[src/pts_pkg.sv]
// shared types and constants for the periodic timer scheduler
package pts_pkg;

	localparam int TimeW   = 48;
	localparam int PeriodW = 32;
	localparam int CmdW    = 2;
	localparam int SlotW   = 3;

	localparam logic [TimeW-1:0] EmptyWaitMs = TimeW'(1000 * 60);

	localparam logic [CmdW-1:0] CMD_START = 2'd0;
	localparam logic [CmdW-1:0] CMD_STOP  = 2'd1;
	localparam logic [CmdW-1:0] CMD_CHECK = 2'd2;

	localparam logic KIND_FIRE = 1'b0;
	localparam logic KIND_WAIT = 1'b1;

	typedef enum logic {
		ALU_ADD,
		ALU_SUB
	} alu_op_t;

	typedef enum logic [2:0] {
		BANK_NONE,
		BANK_LOAD,
		BANK_ADVANCE,
		BANK_STOP,
		BANK_DROP
	} bank_op_t;

	typedef struct packed {
		bank_op_t             op;
		logic [TimeW-1:0]     deadline;
		logic [PeriodW-1:0]   period;
	} bank_wr_t;

endpackage

[src/pts_alu.sv]
// shared 48-bit adder: saturating add, or subtract with borrow used as a compare
module pts_alu (
	input  pts_pkg::alu_op_t              op,
	input  logic [pts_pkg::TimeW-1:0]     a,
	input  logic [pts_pkg::TimeW-1:0]     b,
	output logic [pts_pkg::TimeW-1:0]     res,
	output logic                          lt
);

	logic                        sub;
	logic [pts_pkg::TimeW:0]     sum;

	assign sub = (op == pts_pkg::ALU_SUB);
	assign sum = {1'b0, a} + {1'b0, (sub ? ~b : b)} + {{pts_pkg::TimeW{1'b0}}, sub};

	// a < b when the subtract borrows
	assign lt = sub & ~sum[pts_pkg::TimeW];

	always_comb begin
		if (!sub && sum[pts_pkg::TimeW]) begin
			res = '1;
		end else begin
			res = sum[pts_pkg::TimeW-1:0];
		end
	end

endmodule

[src/pts_bank.sv]
// per-slot timer state: deadline, period, running and queued flags
module pts_bank #(
	parameter int NUM_SLOTS = 8,
	parameter int IdxW      = 3
) (
	input  logic                          clk,
	input  logic                          arst_n,
	input  logic [IdxW-1:0]               rd_idx,
	output logic [pts_pkg::TimeW-1:0]     rd_deadline,
	output logic [pts_pkg::PeriodW-1:0]   rd_period,
	output logic                          rd_running,
	output logic                          rd_queued,
	input  logic [IdxW-1:0]               wr_idx,
	input  pts_pkg::bank_wr_t             wr
);

	logic [pts_pkg::TimeW-1:0]   deadline_q [NUM_SLOTS];
	logic [pts_pkg::PeriodW-1:0] period_q   [NUM_SLOTS];
	logic [NUM_SLOTS-1:0]        running_q;
	logic [NUM_SLOTS-1:0]        queued_q;

	assign rd_deadline = deadline_q[rd_idx];
	assign rd_period   = period_q[rd_idx];
	assign rd_running  = running_q[rd_idx];
	assign rd_queued   = queued_q[rd_idx];

	// payload, only read behind a set flag
	always_ff @(posedge clk) begin
		case (wr.op)
			pts_pkg::BANK_LOAD: begin
				deadline_q[wr_idx] <= wr.deadline;
				period_q[wr_idx]   <= wr.period;
			end
			pts_pkg::BANK_ADVANCE: begin
				deadline_q[wr_idx] <= wr.deadline;
			end
			default: begin
			end
		endcase
	end

	always_ff @(posedge clk or negedge arst_n) begin
		if (!arst_n) begin
			running_q <= '0;
			queued_q  <= '0;
		end else begin
			case (wr.op)
				pts_pkg::BANK_LOAD: begin
					running_q[wr_idx] <= 1'b1;
					queued_q[wr_idx]  <= 1'b1;
				end
				pts_pkg::BANK_STOP: begin
					running_q[wr_idx] <= 1'b0;
				end
				pts_pkg::BANK_DROP: begin
					queued_q[wr_idx] <= 1'b0;
				end
				default: begin
				end
			endcase
		end
	end

endmodule

[src/periodic_timer_scheduler_core.sv]
// top level of the periodic timer scheduler: command sequencer around the shared adder
//
// A bank of NUM_SLOTS periodic timers driven by commands. A command is taken
// when start is high and busy is low. Start (cmd 0) loads a slot's period and
// sets its deadline to now_ms + period_ms, saturating at 2^48-1; it holds busy
// for one cycle. Stop (cmd 1) clears the slot's running flag and is done in
// the accept cycle; the stale entry stays queued and is dropped silently when
// it falls due. Start or stop on a slot at or above NUM_SLOTS, and cmd 3,
// do nothing. Check (cmd 2) produces one or more result beats, each shown on
// the result ports for exactly one cycle with strobe high; the receiver
// cannot stall, so every strobed beat must be captured on the spot. A fire
// beat (kind 0, last 0) carries the slot that expired, in ascending deadline
// order with ties going to the lowest slot; a running slot's deadline moves
// on by one period each time it fires, so it may fire again in the same
// check. Every check closes with one wait beat (kind 1, last 1) giving the
// time to the next queued deadline, 60000 when nothing is queued, or 0 when
// MAX_FIRES firings were reached while a running timer is still due.
// All arithmetic goes through one 48-bit adder, and the earliest deadline
// is found by a scan that reads one slot per cycle. Each firing passes
// through scan, compare and advance, each silent drop through scan and
// compare, and the closing wait beat through scan, compare and, for a
// pending deadline, the subtract. The wait beat of a check shows in the
// cycle busy drops.
module periodic_timer_scheduler_core #(
	parameter int NUM_SLOTS = 8,
	parameter int MAX_FIRES = 63
) (
	input  logic                          clk,
	input  logic                          arst_n,
	input  logic                          start,
	output logic                          busy,
	input  logic [pts_pkg::CmdW-1:0]      cmd,
	input  logic [pts_pkg::SlotW-1:0]     slot,
	input  logic [pts_pkg::PeriodW-1:0]   period_ms,
	input  logic [pts_pkg::TimeW-1:0]     now_ms,
	output logic                          strobe,
	output logic                          kind,
	output logic [pts_pkg::SlotW-1:0]     fired_slot,
	output logic [pts_pkg::TimeW-1:0]     wait_ms,
	output logic                          last
);

	localparam int IdxW  = (NUM_SLOTS > 1) ? $clog2(NUM_SLOTS) : 1;
	localparam int FireW = $clog2(MAX_FIRES + 1);

	typedef enum logic [2:0] {
		ST_IDLE,
		ST_LOAD,
		ST_SCAN,
		ST_DECIDE,
		ST_REMAIN,
		ST_ADVANCE
	} state_t;

	state_t                          state_q;

	// captured command operands
	logic [pts_pkg::PeriodW-1:0]     per_q;
	logic [pts_pkg::TimeW-1:0]       now_q;

	// scan bookkeeping: earliest queued entry seen so far
	logic [IdxW-1:0]                 scan_q;
	logic [IdxW-1:0]                 best_q;
	logic [pts_pkg::TimeW-1:0]       best_dl_q;
	logic                            found_q;
	logic [FireW-1:0]                fires_q;

	// registered result beat
	logic                            strobe_q;
	logic                            kind_q;
	logic [pts_pkg::SlotW-1:0]       fired_slot_q;
	logic [pts_pkg::TimeW-1:0]       wait_q;
	logic                            last_q;

	logic                            accept;
	logic                            slot_ok;
	logic [IdxW-1:0]                 in_idx;

	logic [IdxW-1:0]                 rd_idx;
	logic [pts_pkg::TimeW-1:0]       rd_deadline;
	logic [pts_pkg::PeriodW-1:0]     rd_period;
	logic                            rd_running;
	logic                            rd_queued;
	logic [IdxW-1:0]                 wr_idx;
	pts_pkg::bank_wr_t               wr;

	pts_pkg::alu_op_t                alu_op;
	logic [pts_pkg::TimeW-1:0]       alu_a;
	logic [pts_pkg::TimeW-1:0]       alu_b;
	logic [pts_pkg::TimeW-1:0]       alu_res;
	logic                            alu_lt;

	logic                            take;
	logic                            scan_end;

	assign busy       = (state_q != ST_IDLE);
	assign accept     = start & ~busy;
	assign slot_ok    = (32'(slot) < NUM_SLOTS);
	assign in_idx     = IdxW'(slot);

	assign strobe     = strobe_q;
	assign kind       = kind_q;
	assign fired_slot = fired_slot_q;
	assign wait_ms    = wait_q;
	assign last       = last_q;

	// scan walks the slots; every other step looks at the chosen one
	assign rd_idx   = (state_q == ST_SCAN) ? scan_q : best_q;
	assign wr_idx   = (state_q == ST_IDLE) ? in_idx : best_q;
	assign scan_end = (scan_q == IdxW'(NUM_SLOTS - 1));

	// strict less-than keeps the lowest slot on equal deadlines
	assign take = rd_queued & (~found_q | alu_lt);

	// operand routing for the shared adder
	always_comb begin
		alu_op = pts_pkg::ALU_SUB;
		alu_a  = rd_deadline;
		alu_b  = best_dl_q;
		case (state_q)
			ST_LOAD: begin
				alu_op = pts_pkg::ALU_ADD;
				alu_a  = now_q;
				alu_b  = {{(pts_pkg::TimeW - pts_pkg::PeriodW){1'b0}}, per_q};
			end
			ST_DECIDE: begin
				// now < deadline means not yet due
				alu_a = now_q;
				alu_b = best_dl_q;
			end
			ST_REMAIN: begin
				alu_a = best_dl_q;
				alu_b = now_q;
			end
			ST_ADVANCE: begin
				alu_op = pts_pkg::ALU_ADD;
				alu_a  = best_dl_q;
				alu_b  = {{(pts_pkg::TimeW - pts_pkg::PeriodW){1'b0}}, rd_period};
			end
			default: begin
			end
		endcase
	end

	// slot bank writes
	always_comb begin
		wr.op       = pts_pkg::BANK_NONE;
		wr.deadline = alu_res;
		wr.period   = per_q;
		case (state_q)
			ST_IDLE: begin
				if (accept && cmd == pts_pkg::CMD_STOP && slot_ok) begin
					wr.op = pts_pkg::BANK_STOP;
				end
			end
			ST_LOAD: begin
				wr.op = pts_pkg::BANK_LOAD;
			end
			ST_DECIDE: begin
				if (found_q && !alu_lt && !rd_running) begin
					wr.op = pts_pkg::BANK_DROP;
				end
			end
			ST_ADVANCE: begin
				wr.op = pts_pkg::BANK_ADVANCE;
			end
			default: begin
			end
		endcase
	end

	pts_alu u_alu (
		.op  (alu_op),
		.a   (alu_a),
		.b   (alu_b),
		.res (alu_res),
		.lt  (alu_lt)
	);

	pts_bank #(
		.NUM_SLOTS (NUM_SLOTS),
		.IdxW      (IdxW)
	) u_bank (
		.clk         (clk),
		.arst_n      (arst_n),
		.rd_idx      (rd_idx),
		.rd_deadline (rd_deadline),
		.rd_period   (rd_period),
		.rd_running  (rd_running),
		.rd_queued   (rd_queued),
		.wr_idx      (wr_idx),
		.wr          (wr)
	);

	// sequencer state and result beat
	always_ff @(posedge clk or negedge arst_n) begin
		if (!arst_n) begin
			state_q      <= ST_IDLE;
			per_q        <= '0;
			now_q        <= '0;
			scan_q       <= '0;
			best_q       <= '0;
			best_dl_q    <= '0;
			found_q      <= 1'b0;
			fires_q      <= '0;
			strobe_q     <= 1'b0;
			kind_q       <= pts_pkg::KIND_FIRE;
			fired_slot_q <= '0;
			wait_q       <= '0;
			last_q       <= 1'b0;
		end else begin
			strobe_q <= 1'b0;
			case (state_q)
				ST_IDLE: begin
					if (accept) begin
						per_q   <= period_ms;
						now_q   <= now_ms;
						best_q  <= in_idx;
						scan_q  <= '0;
						found_q <= 1'b0;
						fires_q <= '0;
						if (cmd == pts_pkg::CMD_START && slot_ok) begin
							state_q <= ST_LOAD;
						end else if (cmd == pts_pkg::CMD_CHECK) begin
							state_q <= ST_SCAN;
						end
					end
				end
				ST_LOAD: begin
					state_q <= ST_IDLE;
				end
				ST_SCAN: begin
					if (take) begin
						best_q    <= scan_q;
						best_dl_q <= rd_deadline;
						found_q   <= 1'b1;
					end
					if (scan_end) begin
						state_q <= ST_DECIDE;
					end else begin
						scan_q <= scan_q + 1'b1;
					end
				end
				ST_DECIDE: begin
					scan_q  <= '0;
					found_q <= 1'b0;
					if (!found_q) begin
						// queue empty
						strobe_q     <= 1'b1;
						kind_q       <= pts_pkg::KIND_WAIT;
						fired_slot_q <= '0;
						wait_q       <= pts_pkg::EmptyWaitMs;
						last_q       <= 1'b1;
						state_q      <= ST_IDLE;
					end else if (alu_lt) begin
						state_q <= ST_REMAIN;
					end else if (!rd_running) begin
						// stopped entry dropped, look again
						state_q <= ST_SCAN;
					end else if (fires_q >= FireW'(MAX_FIRES)) begin
						strobe_q     <= 1'b1;
						kind_q       <= pts_pkg::KIND_WAIT;
						fired_slot_q <= '0;
						wait_q       <= '0;
						last_q       <= 1'b1;
						state_q      <= ST_IDLE;
					end else begin
						strobe_q     <= 1'b1;
						kind_q       <= pts_pkg::KIND_FIRE;
						fired_slot_q <= pts_pkg::SlotW'(best_q);
						wait_q       <= '0;
						last_q       <= 1'b0;
						fires_q      <= fires_q + 1'b1;
						state_q      <= ST_ADVANCE;
					end
				end
				ST_REMAIN: begin
					strobe_q     <= 1'b1;
					kind_q       <= pts_pkg::KIND_WAIT;
					fired_slot_q <= '0;
					wait_q       <= alu_res;
					last_q       <= 1'b1;
					state_q      <= ST_IDLE;
				end
				ST_ADVANCE: begin
					state_q <= ST_SCAN;
				end
				default: begin
					state_q <= ST_IDLE;
				end
			endcase
		end
	end

`ifndef NO_ASSERTIONS
	// a beat is final exactly when it is a wait report
	a_last_is_wait: assert property (@(posedge clk) disable iff (!arst_n)
		strobe |-> (last == (kind == pts_pkg::KIND_WAIT)))
		else $error("last and kind disagree");

	// a fire beat never ends the check
	a_fire_continues: assert property (@(posedge clk) disable iff (!arst_n)
		strobe && kind == pts_pkg::KIND_FIRE |-> busy)
		else $error("fire beat after check ended");

	// the closing beat frees the block for the next command
	a_last_frees: assert property (@(posedge clk) disable iff (!arst_n)
		strobe && last |-> !busy)
		else $error("busy after final beat");

	// an accepted check always keeps the block busy next cycle
	a_check_busy: assert property (@(posedge clk) disable iff (!arst_n)
		start && !busy && cmd == pts_pkg::CMD_CHECK |=> busy && !strobe)
		else $error("check not started");

	// firing count never passes the limit
	a_fire_limit: assert property (@(posedge clk) disable iff (!arst_n)
		fires_q <= FireW'(MAX_FIRES))
		else $error("firing count over limit");
`endif

endmodule

[config.mk]
export PLATFORM = sky130hd
export DESIGN_NAME = periodic_timer_scheduler_core
export DESIGN_NICKNAME = d
export VERILOG_FILES = /design/src/pts_pkg.sv /design/src/pts_alu.sv /design/src/pts_bank.sv /design/src/periodic_timer_scheduler_core.sv
export SDC_FILE = /design/constraint.sdc
export NUM_CORES = 1
export LEC_CHECK = 0
export BUFFER_PORTS_ARGS = -buffer_cell sky130_fd_sc_hd__buf_2
export CAP_MARGIN = 15
export CORE_MARGIN = 2
export CORE_UTILIZATION = 55
export DETAILED_ROUTE_END_ITERATION = 10
export GPL_ROUTABILITY_DRIVEN = 0
export PLACE_DENSITY = 0.76
export SKIP_LAST_GASP = 1
export SLEW_MARGIN = 20
export SYNTH_ARGS = -nofsm -noshare
export SYNTH_HDL_FRONTEND = slang
export SYNTH_SLANG_ARGS = --single-unit
[constraint.sdc]
create_clock -name clk -period 13.8 [get_ports clk]
set_input_delay 1.38 -clock clk [delete_from_list [all_inputs] [get_ports clk]]
set_output_delay 1.38 -clock clk [all_outputs]
set_load 0.05 [all_outputs]
==> impl_metrics.csv, run 1 <==
group,metric,value,unit
outcome,outcome,"completed",
global_routing,grt_pass1_vias,26473,
global_routing,overflow,0,
worst_setup_path,path_delay_family,"compound AO/OA/AOI/OAI gates",
sta,holdWs,476,ps
clock_tree,cts_root_buf,"clkbuf_16",
yosys,synth.top_cell.area_share,0.501,
drt,routedWlPerCell,24.3,µm
yosys,async_flop_share,0.250,
sta,final_hold_viol_count,0,
placed_design,io_buffer_count,142,
worst_setup_path,crit_path_start_kind,"flip-flop",
yosys,synth-xor-area-share,0.0107,
placed_design,dpl.hpwl,60600,µm
drt,drtPass1Iterations,6,
clock_tree,htreeDepth,3,
drt,drt_iter0_drc,3179,
placed_design,detailedPlace.worstSlack,4590,ps
sta,slew_headroom,0.241,
clock_tree,numCtsBuffers,85,
global_routing,grt_util_all_layers,0.286,
sta,worst-slew-pin-transition,1130,ps
die,die_y,268,µm
worst_setup_path,crit_buf_inv,3,
clock_tree,cts_setup_buffers,0,
yosys,synth_top_cells_by_area,"edfxtp_1 (50%), dfrtp_1 (14%), nand2_1 (7.8%), mux4_2 (5.8%), o21ai_0 (3.1%)",
yosys,synthAdderAreaFrac,0.0168,
worst_setup_path,r2r_end,"best_dl_q[28]$_DFFE_PN0P_",
worst_setup_path,worst_setup_path_end_kind,"flip-flop",
yosys,synth_top_family_by_area,"simple AND/OR/NAND/NOR gates",
drt,antenna_left,0,
worst_setup_path,path_cells,"or3b_1 > a21o_4 > buf_4 > buf_4 > nand2_1 > and3_1 > a311oi_1 > a31oi_1 > nand2_1 > o21ai_0 > a21oi_1 > ha_1 > nand2_1 > o21ai_0 > o21bai_1 > a221oi_1 > o221ai_1 > o21ai_0 > o41a_1 > o31ai_1 > nor2_1 > o21ai_4 > buf_4 > o21ai_0",
yosys,synth_top_flop_cell,"edfxtp_1",
sta,setup_slack,4260,ps
drt,drc_errors,0,
worst_setup_path,arrival,10010,ps
die,core_area,68800,µm²
die,die_w,268,µm
sta,fin_crit_sh,0.691,
worst_setup_path,cp_slowest_cell,"dfrtp_4",
clock_tree,path_clk_slew,70,ps
yosys,netlist_instances,3129,
global_routing,grt_pass1_wl,155000,µm
cells_and_area,layout-drive-gt1-share,0.153,
sta,setup_viol,0,
cells_and_area,areaGrowthSynthToFinish,11.8,%
die,num_rows,96,
global_routing,grt_max_degree,97,
worst_setup_path,worstRegToRegCells,24,
yosys,synth_top_cell_by_area,"edfxtp_1",
clock_tree,cts_sinks,853,
job,maxCapViolCount,0,
clock_tree,cts_tree,"built",
yosys,synth_mux_area_frac,0.0805,
sta,rsz0062_at_grt,"false",
worst_setup_path,crit_path_frequent_cell,"o21ai_0",
clock_tree,cts_hold_buf,0,
yosys,synth-simple-area-share,0.117,
yosys,synth_compound_area_frac,0.108,
worst_setup_path,worstSetupPathType,"flip-flop to flip-flop",
drt,detail_route.wirelength,102000,µm
clock_tree,clockBufferDepth,3,
yosys,synthDistinctLibCells,74,
worst_setup_path,cp_max_fo,77,
yosys,ys_seq_area_frac,0.640,
sta,tns,0,ps
clock_tree,cts_resized,0,
worst_hold_path,hold_class,"flip-flop to flip-flop",
die,die_area,71800,µm²
worst_hold_path,min_from,"wait_ms[28]$_DFFE_PN0P_",
worst_hold_path,min_to,"wait_ms[28]$_DFFE_PN0P_",
yosys,syn_avg_cell_area,12.3,µm²
cells_and_area,nNetsFinal,3337,
worst_setup_path,slowest_delay,980,ps
drt,avgViaCountPerCell,6.35,
worst_hold_path,min_delay_path_depth,2,
cells_and_area,antenna_cells,0,
sta,clock-skew-final,38.5,ps
yosys,yosysWarnings,0,
sta,drv_slew,0,
drt,vias,26689,
global_routing,antenna_found_initial,0,
worst_setup_path,critPathRequiredTime,14270,ps
sta,max_freq,105,MHz
clock_tree,clk_latency,660,ps
worst_setup_path,r2r-start,"state_q[2]$_DFFE_PN0P_",
sta,layout_min_cycle_time,9540,ps
die,start_util,0.557,
worst_setup_path,ff2ff_setup_slack,4260,ps
yosys,synth_nets,3268,
yosys,synth_seq_cells,853,
yosys,synth_area,38300,µm²
yosys,synth_edf_count,640,
die,io-pin-count,143,
-- worst max path at each step --
stage                            from                         to  slack, ps  depth (start not counted)
2_1_floorplan  state_q[2]$_DFFE_PN0P_   best_dl_q[0]$_DFFE_PN0P_       7740                         27
3_3_place_gp   state_q[2]$_DFFE_PN0P_  best_dl_q[30]$_DFFE_PN0P_       5000                         24
3_5_place_dp   state_q[2]$_DFFE_PN0P_  best_dl_q[28]$_DFFE_PN0P_       4590                         24
4_1_cts        state_q[2]$_DFFE_PN0P_  best_dl_q[28]$_DFFE_PN0P_       4510                         24
5_1_grt        state_q[2]$_DFFE_PN0P_  best_dl_q[28]$_DFFE_PN0P_       3670                         24
6_report       state_q[2]$_DFFE_PN0P_  best_dl_q[28]$_DFFE_PN0P_       4260                         24
-- cell usage in the layout, fill, tap and decap left out, types with 46 or more instances in the layout --
cell type / n
nand2_1: 792
edfxtp_1: 640
o21ai_0: 235
dfrtp_1: 211
buf_2: 141
a21oi_1: 130
mux4_2: 98
clkbuf_16: 88
nand3_1: 79
and3_1: 59
inv_1: 58
mux2i_1: 52
ha_1: 50
o211ai_1: 48
nor2_1: 46
-- flip-flops by register name (all words and copies together), names as in the netlist, named ones only --
register           flops
u_bank.deadline_q    384
fires_q                6
found_q                1
u_bank.period_q      256
state_q                3
scan_q                 3
now_q                 48
strobe                 1
per_q                 32
fired_slot             3
last                   1
best_dl_q             48
wait_ms               48
best_q                 3
-- synth_stat cells (all sizes together), types with 43 or more instances --
cell and number:
a21o 43, a21oi 132, a31oi 43, and3 59, clkbuf 170, dfrtp 213
edfxtp 640, ha 50, inv 58, mux2i 53, mux4 98, nand2 796
nand3 79, nor2 65, o211ai 49, o21ai 239
-- cell families (layout without fill, tap and decap cells) --
kind of cell / Yosys count / in the layout
buf+inv: 262 / 402
fa+ha+maj: 51 / 51
xor+xnor: 47 / 47
simple gates: 1070 / 1070
mux: 182 / 182
compound gates: 664 / 664
flops: 853 / 853
-- final cells by class --
cell class / instances / area, µm²
fill: 4982 / 26000
clock inverter: 41 / 492
inverter: 59 / 221
timing repair buffer: 185 / 1050
multi-input combinational: 2014 / 13000
sequential: 853 / 24600
tap: 931 / 1160
clock buffer: 117 / 2390
-- worst register-to-register path: cells and delay by family (launching register included) --
kind | cells | cell delay [ps]
buffers and inverters | 3 | 2230
DFF | 1 | 980
adders and majority gates | 1 | 260
and+or+nand+nor | 6 | 1510
AOI/OAI and AO/OA | 14 | 4390
-- metrics by stage --
| stage | utilization | instance area [µm²] | instances |
|---|---|---|---|
| after global placement | 0.581 | 40000 | 4042 |
| after detailed placement | 0.581 | 40000 | 4042 |
| final | 0.623 | 42900 | 4200 |
| after global routing | 0.623 | 42900 | 4200 |
| after CTS | 0.623 | 42800 | 4200 |
| after floorplan | - | 38300 | 3129 |
-- metal layers --
metal	wire, µm	GRT usage	share of wire
met2	47700	0.448	0.47
met4	4090	0.129	0.040
met3	10800	0.0543	0.11
met1	39400	0.391	0.39
met5	0	0	0
Power of run 1 is not shown: default switching activity piles up to over one toggle a cycle in this logic, so the estimate is an artifact.
==> run 2: changes to the inputs <==
Clock period 13.8 ns to 8.95 ns, I/O delays scaled along.
==> impl_metrics.csv, run 2 (synthesized netlist as in run 1, its figures left out) <==
group,metric,value,unit
drt,antenna_left,0,
worst_setup_path,cp_slowest_cell,"o31ai_1",
drt,vias,26813,
clock_tree,cts_resized,0,
drt,routedWlPerCell,24.9,µm
die,io-pin-count,143,
clock_tree,cts_setup_buffers,0,
worst_setup_path,r2r-start,"state_q[2]$_DFFE_PN0P_",
worst_setup_path,ff2ff_setup_slack,460,ps
drt,drtPass1Iterations,8,
worst_setup_path,r2r_end,"best_dl_q[11]$_DFFE_PN0P_",
placed_design,io_buffer_count,142,
clock_tree,numCtsBuffers,86,
die,start_util,0.557,
worst_setup_path,arrival,9020,ps
worst_hold_path,hold_class,"input pin to async pin",
global_routing,grt_max_degree,97,
sta,clock-skew-final,29.5,ps
sta,final_hold_viol_count,0,
placed_design,dpl.hpwl,61900,µm
clock_tree,htreeDepth,3,
worst_setup_path,crit_buf_inv,3,
sta,layout_min_cycle_time,8490,ps
worst_setup_path,critPathRequiredTime,9490,ps
drt,detail_route.wirelength,105000,µm
sta,fin_crit_sh,0.948,
worst_setup_path,path_delay_family,"compound AO/OA/AOI/OAI gates",
global_routing,antenna_found_initial,2,
clock_tree,cts_root_buf,"clkbuf_16",
sta,tns,0,ps
placed_design,detailedPlace.worstSlack,852,ps
cells_and_area,layout_common_cells,"nand2_1 (792), edfxtp_1 (640), o21ai_0 (235)",
drt,drt_iter0_drc,3443,
die,die_y,268,µm
cells_and_area,largest_reg_flops,384,
clock_tree,cts_sinks,853,
worst_setup_path,slowest_delay,940,ps
worst_setup_path,crit_path_start_kind,"flip-flop",
die,num_rows,96,
clock_tree,path_clk_slew,60,ps
cells_and_area,num-fill-cells,5020,
job,maxCapViolCount,0,
worst_setup_path,worstSetupPathType,"flip-flop to flip-flop",
outcome,outcome,"completed",
worst_setup_path,path_cells,"or3b_1 > a21oi_4 > buf_4 > and3_1 > a311oi_1 > a31oi_1 > nand2_1 > o21ai_0 > a21oi_1 > ha_1 > nor2b_1 > o21ai_0 > a21oi_1 > o31ai_1 > a21oi_1 > o21ai_1 > buf_4 > o41a_1 > o31ai_1 > nor2_1 > o21ai_4 > buf_12 > nand2_1 > o21ai_0",
clock_tree,clockBufferDepth,3,
cells_and_area,antenna_cells,0,
clock_tree,clk_latency,650,ps
sta,setup_viol,0,
cells_and_area,areaGrowthSynthToFinish,12.3,%
placed_design,place_area,40100,µm²
cells_and_area,seqCellArea,24600,µm²
drt,drc_errors,0,
clock_tree,cts_hold_buf,0,
cells_and_area,layout-drive-gt1-share,0.154,
global_routing,overflow,0,
worst_setup_path,worstRegToRegCells,24,
global_routing,grt_pass1_vias,26780,
sta,setup_slack,464,ps
cells_and_area,largest-register,"u_bank.deadline_q",
die,die_area,71800,µm²
sta,rsz0062_at_grt,"false",
cells_and_area,stdcell_area,43100,µm²
sta,drv_slew,0,
drt,avgViaCountPerCell,6.37,
cells_and_area,layout.cells.most_common,"nand2_1",
global_routing,grt_util_all_layers,0.294,
sta,slew_headroom,0.213,
worst_setup_path,cp_max_fo,78,
die,core_area,68800,µm²
cells_and_area,top_regs,"u_bank.deadline_q: 384 flops, u_bank.period_q: 256 flops",
clock_tree,cts_tree,"built",
cells_and_area,multi_input_area,13000,µm²
worst_setup_path,worst_setup_path_end_kind,"flip-flop",
die,die_w,268,µm
global_routing,grt_pass1_wl,159000,µm
cells_and_area,nNetsFinal,3346,
sta,worst-slew-pin-transition,1180,ps
sta,max_freq,118,MHz
-- run 2: cell types whose count changed in the layout (fill, tap and decap cells not counted), sizes merged --
cell / delta
inv: -1
bufinv: +2
clkbuf: -5
clkinv: +7
buf: +8
-- run 2: final cells by class --
class,instances,share of cell area
flip-flops and latches,853,0.570
multi-input cells,2014,0.302
clock buffers,112,0.0541
repair buffers,193,0.0274
well taps,931,0.0271
clock inverters,49,0.0143
inverters,59,0.00514
-- run 2: how the worst max path moves through the flow --
| stage | to | slack, ps | cells after the start | from |
|---|---|---|---|---|
| 2_1_floorplan | best_dl_q[0]$_DFFE_PN0P_ | 2890 | 27 | state_q[2]$_DFFE_PN0P_ |
| 4_1_cts | best_dl_q[11]$_DFFE_PN0P_ | 830 | 23 | state_q[2]$_DFFE_PN0P_ |
| 3_3_place_gp | best_dl_q[43]$_DFFE_PN0P_ | 1070 | 23 | state_q[2]$_DFFE_PN0P_ |
| 6_report | best_dl_q[11]$_DFFE_PN0P_ | 460 | 24 | state_q[2]$_DFFE_PN0P_ |
| 5_1_grt | best_dl_q[11]$_DFFE_PN0P_ | 9 | 24 | state_q[2]$_DFFE_PN0P_ |
| 3_5_place_dp | best_dl_q[13]$_DFFE_PN0P_ | 850 | 24 | state_q[2]$_DFFE_PN0P_ |
-- run 2: per-layer routing --
| layer | wire [µm] | global-route usage | vias to the layer above |
|---|---|---|---|
| met1 | 40000 | 0.394 | 13317 |
| met5 | 9 | 0 | - |
| li1 | - | - | 11633 |
| met4 | 4480 | 0.129 | 2 |
| met2 | 49600 | 0.468 | 1555 |
| met3 | 10600 | 0.0597 | 306 |
-- run 2: stage by stage --
stage	utilization	std cells	hold WS [ps]
6_report	0.625	4211	317
2_1_floorplan	-	3129	462
3_3_place_gp	0.582	4049	467
4_1_cts	0.625	4210	342
5_1_grt	0.625	4211	387
3_5_place_dp	0.582	4049	472
Power of run 2 is left out for the same reason.
